### config.mk
export PLATFORM = sky130hd
export DESIGN_NAME = offset_matched_timestamp_table_core
export DESIGN_NICKNAME = d
export VERILOG_FILES = /design/src/hw/rtl/omtt_pkg.sv /design/src/hw/rtl/offset_matched_timestamp_table_core.sv
export SDC_FILE = /design/constraint.sdc
export NUM_CORES = 2
export LEC_CHECK = 0
export BUFFER_PORTS_ARGS = -buffer_cell sky130_fd_sc_hd__buf_2
export CELL_PAD_IN_SITES_DETAIL_PLACEMENT = 1
export CELL_PAD_IN_SITES_GLOBAL_PLACEMENT = 1
export CORE_MARGIN = 3
export CORE_UTILIZATION = 35
export CTS_CLUSTER_DIAMETER = 200
export DETAILED_ROUTE_END_ITERATION = 6
export PLACE_DENSITY = 0.64
export SYNTH_ARGS = -nofsm -noshare
export SYNTH_HDL_FRONTEND = slang
export SYNTH_MEMORY_MAX_BITS = 65536
export SYNTH_SLANG_ARGS = --single-unit
### constraint.sdc
create_clock -name i_clk -period 54.5 [get_ports i_clk]
set_input_delay 2.725 -clock i_clk [delete_from_list [all_inputs] [get_ports i_clk]]
set_output_delay 2.725 -clock i_clk [all_outputs]
set_load 0.01 [all_outputs]
### src/hw/rtl/omtt_pkg.sv
// ----------------------------------------------------------------------------
// omtt_pkg
// Types and constants shared by the offset matched timestamp table.
// ----------------------------------------------------------------------------
package omtt_pkg;

    localparam int OMTT_DEPTH       = 32;
    localparam int OMTT_LIMIT_W     = 6;
    localparam int OMTT_AGE_W       = 6;
    localparam int OMTT_COUNT_W     = 6;
    localparam int OMTT_STAMP_W     = 64;
    localparam int OMTT_OFFSET_W    = 32;
    localparam int OMTT_FLAGS_W     = 32;
    localparam logic [OMTT_LIMIT_W-1:0] OMTT_LIMIT_RESET = 6'd32;

    typedef enum logic [1:0] {
        OP_ADD    = 2'd0,
        OP_POP    = 2'd1,
        OP_MATCH  = 2'd2,
        OP_REMOVE = 2'd3
    } t_op;

    typedef enum logic [1:0] {
        ST_DONE     = 2'd0,
        ST_FULL     = 2'd1,
        ST_EMPTY    = 2'd2,
        ST_NOTFOUND = 2'd3
    } t_status;

    typedef enum logic [1:0] {
        S_IDLE,
        S_SCAN,
        S_SHIFT,
        S_FINISH
    } t_state;

    typedef struct packed {
        t_op                      operation;
        logic [OMTT_STAMP_W-1:0]  timestamp;
        logic [OMTT_OFFSET_W-1:0] stream_offset;
        logic [OMTT_FLAGS_W-1:0]  entry_flags;
    } t_in;

    typedef struct packed {
        t_status                  status;
        logic [OMTT_STAMP_W-1:0]  found_timestamp;
        logic [OMTT_FLAGS_W-1:0]  found_flags;
        logic [OMTT_COUNT_W-1:0]  record_count;
    } t_out;

    typedef struct packed {
        logic [OMTT_STAMP_W-1:0]  stamp;
        logic [OMTT_OFFSET_W-1:0] offset;
        logic [OMTT_FLAGS_W-1:0]  flags;
        logic [OMTT_AGE_W-1:0]    age;
    } t_rec;

endpackage

### src/hw/rtl/offset_matched_timestamp_table_core.sv
// ----------------------------------------------------------------------------
// offset_matched_timestamp_table_core
// Add: the result is registered from S_FINISH, after which the core returns to
// S_IDLE and accepts the next transaction. Pop, match and remove with N held
// records scan the record memory, one read a cycle, then compact it where records
// are taken out, one move a cycle; the result is registered from S_FINISH and the
// next transaction is accepted once the core is back in S_IDLE. A stalled result holds.
// Reset empties the table and sets the stale limit to 32; no clearing pass.
// ----------------------------------------------------------------------------
module offset_matched_timestamp_table_core
    import omtt_pkg::*;
#(
    parameter int TABLE_DEPTH = OMTT_DEPTH
) (
    input  logic                    i_clk,
    input  logic                    i_rst_n,
    input  logic                    i_in_valid,
    output logic                    o_in_stall,
    input  t_in                     i_in_data,
    output logic                    o_out_valid,
    input  logic                    i_out_stall,
    output t_out                    o_out_data,
    input  logic                    i_cfg_we,
    input  logic [OMTT_LIMIT_W-1:0] i_cfg_wdata
);

    localparam int IW = (TABLE_DEPTH > 1) ? $clog2(TABLE_DEPTH) : 1;
    localparam int CW = $clog2(TABLE_DEPTH + 1);
    localparam logic [CW-1:0] DEPTH_C = CW'(TABLE_DEPTH);

    t_rec                    r_mem [TABLE_DEPTH];
    t_rec                    r_q;

    t_state                  r_state, n_state;
    t_op                     r_op, n_op;
    logic [OMTT_STAMP_W-1:0] r_ts, n_ts;
    logic [OMTT_OFFSET_W-1:0] r_off, n_off;
    logic [CW-1:0]           r_held, n_held;
    logic [OMTT_LIMIT_W-1:0] r_limit;
    logic [CW-1:0]           r_idx, n_idx;
    logic                    r_qv, n_qv;
    logic [IW-1:0]           r_qi, n_qi;
    logic [1:0]              r_cnt, n_cnt;
    logic [OMTT_STAMP_W-1:0] r_last_ts, n_last_ts;
    logic [OMTT_FLAGS_W-1:0] r_last_fl, n_last_fl;
    t_out                    r_res, n_res;
    t_out                    r_out, n_out;
    logic                    r_out_valid, n_out_valid;

    logic                    w_accept;
    logic                    w_we;
    logic [IW-1:0]           w_wr_addr;
    t_rec                    w_wr_data;
    logic [IW-1:0]           w_rd_addr;
    logic                    w_hit;
    logic                    w_evict;
    logic [CW-1:0]           w_j;
    logic [1:0]              w_k;

    assign o_in_stall  = (r_state != S_IDLE);
    assign w_accept    = i_in_valid && !o_in_stall;
    assign o_out_valid = r_out_valid;
    assign o_out_data  = r_out;

    always_ff @(posedge i_clk) begin
        if (w_we) begin
            r_mem[w_wr_addr] <= w_wr_data;
        end
        r_q <= r_mem[w_rd_addr];
    end

    always_ff @(posedge i_clk) begin
        if (!i_rst_n) begin
            r_state     <= S_IDLE;
            r_held      <= '0;
            r_limit     <= OMTT_LIMIT_RESET;
            r_qv        <= 1'b0;
            r_out_valid <= 1'b0;
        end else begin
            r_state     <= n_state;
            r_held      <= n_held;
            r_qv        <= n_qv;
            r_out_valid <= n_out_valid;
            if (i_cfg_we) begin
                r_limit <= i_cfg_wdata;
            end
        end
    end

    always_ff @(posedge i_clk) begin
        r_op      <= n_op;
        r_ts      <= n_ts;
        r_off     <= n_off;
        r_idx     <= n_idx;
        r_qi      <= n_qi;
        r_cnt     <= n_cnt;
        r_last_ts <= n_last_ts;
        r_last_fl <= n_last_fl;
        r_res     <= n_res;
        r_out     <= n_out;
    end

    always_comb begin
        n_state     = r_state;
        n_op        = r_op;
        n_ts        = r_ts;
        n_off       = r_off;
        n_held      = r_held;
        n_idx       = r_idx;
        n_qv        = r_qv;
        n_qi        = r_qi;
        n_cnt       = r_cnt;
        n_last_ts   = r_last_ts;
        n_last_fl   = r_last_fl;
        n_res       = r_res;
        n_out       = r_out;
        n_out_valid = r_out_valid && i_out_stall;
        w_we        = 1'b0;
        w_wr_addr   = r_qi;
        w_wr_data   = r_q;
        w_rd_addr   = r_idx[IW-1:0];
        w_hit       = 1'b0;
        w_evict     = (r_q.age >= r_limit);
        w_j         = CW'(r_qi);
        w_k         = 2'd0;

        case (r_state)
            S_IDLE: begin
                if (w_accept) begin
                    n_op  = i_in_data.operation;
                    n_ts  = i_in_data.timestamp;
                    n_off = i_in_data.stream_offset;
                    n_idx = '0;
                    n_qv  = 1'b0;
                    n_res = '{status: ST_DONE, found_timestamp: '0,
                              found_flags: '0, record_count: '0};
                    n_state = S_FINISH;
                    case (i_in_data.operation)
                        OP_ADD: begin
                            if (r_held == DEPTH_C) begin
                                n_res.status = ST_FULL;
                            end else begin
                                w_we      = 1'b1;
                                w_wr_addr = r_held[IW-1:0];
                                w_wr_data = '{stamp: i_in_data.timestamp,
                                              offset: i_in_data.stream_offset,
                                              flags: i_in_data.entry_flags,
                                              age: '0};
                                n_held    = r_held + 1'b1;
                            end
                        end
                        OP_POP, OP_MATCH: begin
                            if (r_held == '0) begin
                                n_res.status = ST_EMPTY;
                            end else begin
                                n_state = S_SCAN;
                            end
                        end
                        OP_REMOVE: begin
                            if (r_held == '0) begin
                                n_res.status = ST_NOTFOUND;
                            end else begin
                                n_state = S_SCAN;
                            end
                        end
                        default: begin
                            n_res.status = ST_DONE;
                        end
                    endcase
                end
            end

            S_SCAN: begin
                if (r_idx < r_held) begin
                    n_qv  = 1'b1;
                    n_qi  = r_idx[IW-1:0];
                    n_idx = r_idx + 1'b1;
                end else begin
                    n_qv = 1'b0;
                end

                case (r_op)
                    OP_POP:    w_hit = 1'b1;
                    OP_MATCH:  w_hit = (r_q.offset > r_off);
                    OP_REMOVE: w_hit = (r_q.stamp == r_ts);
                    default:   w_hit = 1'b0;
                endcase

                if (r_qv && w_hit) begin
                    n_qv    = 1'b0;
                    n_state = S_SHIFT;
                    case (r_op)
                        OP_POP: begin
                            n_res.found_timestamp = r_q.stamp;
                            n_res.found_flags     = r_q.flags;
                            w_k   = 2'd1;
                            n_idx = w_j + CW'(w_k);
                        end
                        OP_MATCH: begin
                            if (!w_evict) begin
                                w_we      = 1'b1;
                                w_wr_addr = r_qi;
                                w_wr_data = r_q;
                                w_wr_data.age = r_q.age + 1'b1;
                            end
                            if (r_qi != '0) begin
                                n_res.found_timestamp = r_last_ts;
                                n_res.found_flags     = r_last_fl;
                                w_k   = w_evict ? 2'd2 : 2'd1;
                                n_idx = w_j - 1'b1 + CW'(w_k);
                            end else begin
                                n_res.status = ST_EMPTY;
                                w_k   = w_evict ? 2'd1 : 2'd0;
                                n_idx = CW'(w_k);
                            end
                        end
                        OP_REMOVE: begin
                            w_k   = 2'd1;
                            n_idx = w_j + CW'(w_k);
                        end
                        default: begin
                            w_k = 2'd0;
                        end
                    endcase
                    n_cnt = w_k;
                    if (w_k == 2'd0) begin
                        n_state = S_FINISH;
                    end
                end else if (r_qv) begin
                    n_last_ts = r_q.stamp;
                    n_last_fl = r_q.flags;
                end else if (r_idx >= r_held) begin
                    case (r_op)
                        OP_MATCH: begin
                            n_res.found_timestamp = r_last_ts;
                            n_res.found_flags     = r_last_fl;
                            n_cnt   = 2'd1;
                            n_idx   = r_held;
                            n_state = S_SHIFT;
                        end
                        OP_REMOVE: begin
                            n_res.status = ST_NOTFOUND;
                            n_cnt   = 2'd0;
                            n_state = S_FINISH;
                        end
                        default: begin
                            n_cnt   = 2'd0;
                            n_state = S_FINISH;
                        end
                    endcase
                end
            end

            S_SHIFT: begin
                if (r_idx < r_held) begin
                    n_qv  = 1'b1;
                    n_qi  = r_idx[IW-1:0];
                    n_idx = r_idx + 1'b1;
                end else begin
                    n_qv = 1'b0;
                end
                if (r_qv) begin
                    w_we      = 1'b1;
                    w_wr_addr = IW'(CW'(r_qi) - CW'(r_cnt));
                    w_wr_data = r_q;
                end else if (r_idx >= r_held) begin
                    n_held  = r_held - CW'(r_cnt);
                    n_state = S_FINISH;
                end
            end

            S_FINISH: begin
                if (!r_out_valid || !i_out_stall) begin
                    n_out              = r_res;
                    n_out.record_count = OMTT_COUNT_W'(r_held);
                    n_out_valid        = 1'b1;
                    n_state            = S_IDLE;
                end
            end

            default: begin
                n_state = S_IDLE;
            end
        endcase
    end

    a_held_bound: assert property (@(posedge i_clk) disable iff (!i_rst_n)
        r_held <= DEPTH_C)
        else $error("record count exceeds table depth");

    a_add_grows: assert property (@(posedge i_clk) disable iff (!i_rst_n)
        (w_accept && i_in_data.operation == OP_ADD && r_held != DEPTH_C)
        |=> r_held == $past(r_held) + 1'b1)
        else $error("add did not grow the table by one record");

    a_scan_keeps_count: assert property (@(posedge i_clk) disable iff (!i_rst_n)
        (r_state == S_SCAN) |=> r_held == $past(r_held))
        else $error("record count changed during a scan");

    a_finish_delivers: assert property (@(posedge i_clk) disable iff (!i_rst_n)
        (r_state == S_FINISH && !(r_out_valid && i_out_stall))
        |=> (o_out_valid && r_state == S_IDLE))
        else $error("finished transaction was not delivered");

    a_shift_shrinks: assert property (@(posedge i_clk) disable iff (!i_rst_n)
        (r_state == S_SHIFT && n_state == S_FINISH)
        |=> r_held <= $past(r_held))
        else $error("compaction grew the table");

endmodule
# --- Word level (Yosys, flattened, before mapping) ---
# Memories as Yosys holds them, arrays and structs flattened. A register that Yosys moved wholly into a read port is not among the register bits.
# Cells that the tools add are included.
word_totals:
  regBits: 425
  mem_bits_rw: 4288
  input_bits: 141
  output_inout_bits: 106
  elab_cells: 173
  mem_count: 1
op_classes:
  addsub: 8
  order_cmp: 4
  n_eq_ne: 26
  n_mux: 82
  bitwise_logic: 1
  n_reduce_logical: 31
memory_table:
  columns: ["memory", "words", "width", "rd", "rd_ports_with_merged_regs", "write_ports", "line", "source"]
  rows:
  - ["r_mem", 32, 134, 1, 1, 1, "offset_matched_timestamp_table_core.sv:31", "t_rec r_mem [TABLE_DEPTH];"]
op_table:
  columns: ["operator", "count"]
  rows:
  - ["two-way mux 134 bit", 3]
  - ["two-way mux 98 bit", 3]
  - ["one-hot mux 134 bit (2 select lines)", 1]
  - ["one-hot mux 98 bit (2 select lines)", 1]
  - ["two-way mux 96 bit", 2]
  - ["one-hot mux 96 bit (2 select lines)", 1]
  - ["two-way mux 104 bit", 1]
  - ["two-way mux 6 bit", 15]
  - ["== test 64 bit", 1]
  - ["two-way mux 2 bit", 21]
  - ["greater-than comparator 32 bit", 1]
  - ["one-hot mux 6 bit (2 select lines)", 2]
  - ["two-way mux 1 bit", 20]
  - ["two-way mux 5 bit", 4]
  - ["adder 6 x 1 -> 6 bit, second input constant", 3]
  - ["one-hot mux 6 bit (3 select lines)", 1]
  - ["AND reduction 7 bit", 2]
  - ["== test 2 bit, second input constant", 6]
  - ["greater-or-equal comparator 6 bit", 2]
  - ["AND reduction 6 bit", 2]
  - ["inequality test 2 bit, second input constant", 5]
  - ["one-hot mux 5 bit (2 select lines)", 1]
  - ["inequality test 3 x 2 -> 1 bit, second input constant", 3]
  - ["inequality test 3 bit, second input constant", 3]
  - ["other kinds (28)", 48]

# --- Depth between registers and ports, before layout ---
logic_depth:
  ltp_word: 10
  ltp_mapped: 20
  ltp_nobuf: 20

# --- Worst setup path after synthesis ---
# No wires, ideal clock.
synth_path:
  path_kind: "in2reg"
  from: "in i_in_valid"
  to: "mem r_mem[14][0] (netlist bit), enable pin"
  setup_time_ns: 0.955
  t_arrival_ns: 18.974
  t_required_ns: 53.545
  setup_slack_ns: 34.571
  path_stages: 8
  n_path_buf: 2
  path_cell_list: "and2_1 -> o211a_1 -> buf_2 -> a21oi_1 -> a221oi_1 -> nand2b_1 -> clkbuf_1 -> nor4_1"
synth_between:
  elab_chain_cells: 5
  word_cells_on_any_way: 7
  classes_between: "mux (6); reduce/logical (1)"
synth_rtl:
  columns: ["item", "line", "source"]
  rows:
  - ["start, declared", "offset_matched_timestamp_table_core.sv:17", "input logic i_in_valid,"]
  - ["logical AND 1 bit (*)", "offset_matched_timestamp_table_core.sv:61", "assign w_accept = i_in_valid && !o_in_stall;"]
  - ["two-way mux 1 bit", "offset_matched_timestamp_table_core.sv:129", "if (w_accept) begin"]
  - ["one-hot mux 1 bit (3 select lines)", "offset_matched_timestamp_table_core.sv:127", "case (r_state)"]
  - ["two-way mux 1 bit", "offset_matched_timestamp_table_core.sv:66", "if (w_we) begin"]
  - ["two-way mux 1 bit (implied by the code)", "offset_matched_timestamp_table_core.sv:67", "r_mem[w_wr_addr] <= w_wr_data;"]
  - ["end, declared", "offset_matched_timestamp_table_core.sv:31", null]
# Mark *: on every way between the ends. The rest lies on a longest branch, timed or not.

# --- Final worst setup path ---
layout_path:
  from: "in i_in_data[128] (netlist bit)"
  to: "mem r_mem[7][107] (netlist bit), enable pin"
layout_between:
  elab_chain_cells: 6
  word_cells_on_any_way: 9
  classes_between: "mux (8); reduce/logical (1)"
layout_rtl:
  columns: ["item", "line", "source"]
  rows:
  - ["start, declared", "offset_matched_timestamp_table_core.sv:19", "input t_in i_in_data,"]
  - ["zero test 2 bit (*)", "offset_matched_timestamp_table_core.sv:138", "case (i_in_data.operation)"]
  - ["two-way mux 1 bit", "offset_matched_timestamp_table_core.sv:138", null]
  - ["two-way mux 1 bit", "offset_matched_timestamp_table_core.sv:129", null]
  - ["one-hot mux 1 bit (3 select lines)", "offset_matched_timestamp_table_core.sv:127", null]
  - ["two-way mux 1 bit", "offset_matched_timestamp_table_core.sv:66", null]
  - ["two-way mux 1 bit (implied by the code)", "offset_matched_timestamp_table_core.sv:67", null]
# Marked as above.

==> results.tsv <==
stage	metric	value	unit
finish	fin nets	8385	
die	core area	522200	um2
critical_path	startpoint type of the worst setup path	input port	
critical_path	Critical Path Sink Type	flop	
critical_path	critical path's most frequent cell	buf_4	
critical_path	CP max stage cell	buf_4	
die	Die Y	731.2	um
sta	relative slew slack	0.1229	
synthesis	Seq cells post-synth	4847	
finish	design area	210500	um2
cts	PostCTS Resize Cnt	0	
sta	setup violators final	0	
critical_path	Worst Path Arrival	9.21	ns
power	Total Power	11.23	mW
cts	htree depth	5	
die	DIE AREA	534600	um2
cts	CTS sink cnt	4847	
detailed_routing	final antenna-violating net count	0	
placement	DP HPWL	277.0	mm
die	I/O pins	247	
sta	unrepaired setup endpoints after global routing	false	
power	Sw Pwr	3.285	mW
placement	Cell Count Post-Placement	14630	
critical_path	Top delay family on crit path	buffers and inverters	
cts	clock buffer count from CTS	477	
placement	DP Area	194600	um2
cts	# hold bufs at CTS	0	
finish	Syn-to-layout area delta	14.35	%
finish	layout cells sized above 1	0.3135	
detailed_routing	Via density	5.536	
sta	worst hold slack	0.4127	ns
detailed_routing	wire length per cell	32.69	um
global_route	gr ovfl total	0	
critical_path	CP Max Fanout	47	
sta	crit share post-route	0.1581	
cts	setup bufs post-CTS	0	
power	Comb pwr share	0.254	
power	Reg power frac	0.449	
critical_path	RR Startpoint	r_state[0]	
die	initial core utilization	0.3524	
global_route	number of global-route vias before repair	89910	
cts	clock transition at the registers of the reported paths	0.06	ns
power	Pint	7.943	mW
power	switching share of total power	0.2926	
critical_path	CP max stage delay	0.94	ns
detailed_routing	Residual DRC	0	
power	leakage	65.33	nW
detailed_routing	Iteration-0 DRC Markers	11000	
critical_path	Crit. Startpoint	i_in_data[128]	
critical_path	CP cell instances	buf_2 > inv_1 > ha_1 > buf_4 > o211a_4 > buf_4 > a21o_1 > a41oi_4 > or2_1 > or3_1 > nor2_4 > buf_4 > buf_4 > buf_4	
synthesis	Avg Inst Size Synth	24.14	um2
global_route	Tot GR Track Use	0.1867	
sta	skew final	0.09687	ns
sta	fin crit period	8.618	ns
power	IR drop worst, VDD	0.00003434	V
critical_path	Setup CP Type	in -> reg	
synthesis	post-synthesis sequential area ratio	0.7827	
cts	CTS tree	yes	
hold_path	min-delay worst type	reg -> reg	
synthesis	Warnings, synthesis	0	
power	power share of the clock group	0.297	
cts	Worst-Skew Late Latency	1.06	ns
cts	root buf cell	clkbuf_16	
synthesis	Post-Syn Nets	7839	
global_route	initial antenna violation count	40	
synthesis	top_reg_cell synth	edfxtp_1	
placement	PortBufs	246	
sta	highest clock rate	0.1160	GHz
synthesis	synthesized area	184000	um2
critical_path	Critical path buffers and inverters	7	
die	Row Count	265	
detailed_routing	TritonRoute pass-1 iters	6	
outcome	status	finished, final reports clean	
die	Die X	731.2	um
cts	clock buffer depth	4	
global_route	first-pass GRT wire length	712.7	mm
critical_path	CP Data Required Time	55.09	ns
hold_path	worst hold start	r_res[53]	
detailed_routing	via count	86080	
global_route	largest net degree at the start of global routing	98	
detailed_routing	WL final	508.2	mm
finish	# fillers	48600	
finish	Post-Layout Cell Count	15550	
synthesis	Post-synth EDFFs	4697	
sta	Final Max Slew Viols	0	
placement	Final GP Congestion	0.7682	
synthesis	Syn Inst Count	7624	
synthesis	ys async rst share	0	
finish	register area	144000	um2
sta	Fin. Hold Viols	0	
finish	multi-input logic area	38460	um2
sta	worst slew pin tran	1.316	ns
sta	setup TNS	0	ns
power	pwr dens	53.35	nW/um2
synthesis	Cell variety after synth	75	
run	maxcap violations	0	
[synthesized netlist by cell type, types with 4 or more instances]
library cell  instances  area (um2)
a31oi_1               5       31.28
a21o_1               11       82.58
and2_1                6       37.54
edfxtp_1           4697      141000
a22oi_1               5       37.54
mux4_2             1340       30180
a22o_1              133        1165
nand4_1              23       143.9
nor2_1               38       142.6
mux2i_1             101        1011
nor4_1                5       31.28
buf_1                91       341.6
xor2_1                6       52.55
o21ai_0              28       140.1
nand3_1              19       95.09
clkbuf_1            269        1010
a21oi_1              35       175.2
ha_1                 71       888.4
mux2_2              135        1520
a211oi_1              6       45.04
or3_1                 4       25.02
nand2b_1             16       100.1
dfxtp_1             150        3003
nor3_1               29       145.1
xnor2_1              59       516.8
a21boi_0              4       30.03
nand2_1              38       142.6
nor2b_1             126       788.3
o22ai_1               6       37.54
inv_1                80       300.3
o211a_1               4       40.04
buf_2                24       120.1
[power by group through the flow]
stage	clock network (mW)	logic [mW]	registers (mW)
floorplan	0	1.94	5.03
global route	3.55	3.06	5.06
global placement	0	2.77	5.11
finish	3.33	2.85	5.05
detailed placement	0	2.87	5.12
CTS	3.39	2.88	5.05
[area by class of cell]
cell class,instances,share of cell area
sequential,4847,0.6844
multi-input combinational,2310,0.1827
clock buffer,632,0.06118
tap,6942,0.04127
timing repair buffer,453,0.01466
clock inverter,266,0.01405
inverter,81,0.001445
antenna,17,0.0002021
[path summary, 6_finish.rpt]
kind	slack, ns	endpoint	depth (start not counted)
worst max-delay path	45.88	r_mem[7][107]	14
worst min register to register	0.41	o_out_data[53]	0
worst max register to register	46.85	r_mem[7][107]	13
worst min-delay path	0.41	o_out_data[53]	0
[cell usage in the layout, fill, tap and decap left out, types with 24 or more instances in the layout]
cell type and n:
edfxtp_1 4697, mux4_2 1340, clkbuf_16 483, buf_2 246, buf_4 183, dfxtp_1 150, mux2_2 135, a22o_1 133
clkbuf_1 126, nor2b_1 125, clkinv_2 102, mux2i_1 101, inv_1 80, ha_1 70, clkinv_1 63, xnor2_1 59
bufinv_16 52, nand2_1 38, a21oi_1 35, nor2_1 29, o21ai_0 27, buf_12 24
[per-stage QoR]
step,setup WS (ns),util
finish,45.88,0.4030
global placement,44.89,0.3726
detailed placement,44.88,0.3726
global route,45.84,0.4029
CTS,45.93,0.4029
floorplan,34.57,-
[sequential cells by signal, indices dropped and copies added (netlist names), 32 cells and up]
signal	cells
r_last_fl	32
r_q	134
r_ts	64
r_last_ts	64
r_mem	4288
r_res	98
o_out_data	104
r_off	32
[per-layer routing]
metal	up-vias	part of all wire	track usage
li1	33800	-	-
met2	3744	0.48	0.3036
met4	12	0.025	0.04488
met3	715	0.075	0.02862
met1	47800	0.42	0.2660
met5	-	0.00015	0
[cell families (layout without fill, tap and decap cells)]
group	Yosys count	count (layout)	share of synthesized area
compound gates	275	275	0.01193
xor+xnor	65	65	0.003093
fa+ha+maj	74	74	0.005153
buf+inv	467	1432	0.009749
flops	4847	4847	0.7827
mux	1576	1576	0.1777
other cells	0	17	0
simple gates	320	320	0.009674
(Power assumes the default switching activity.)
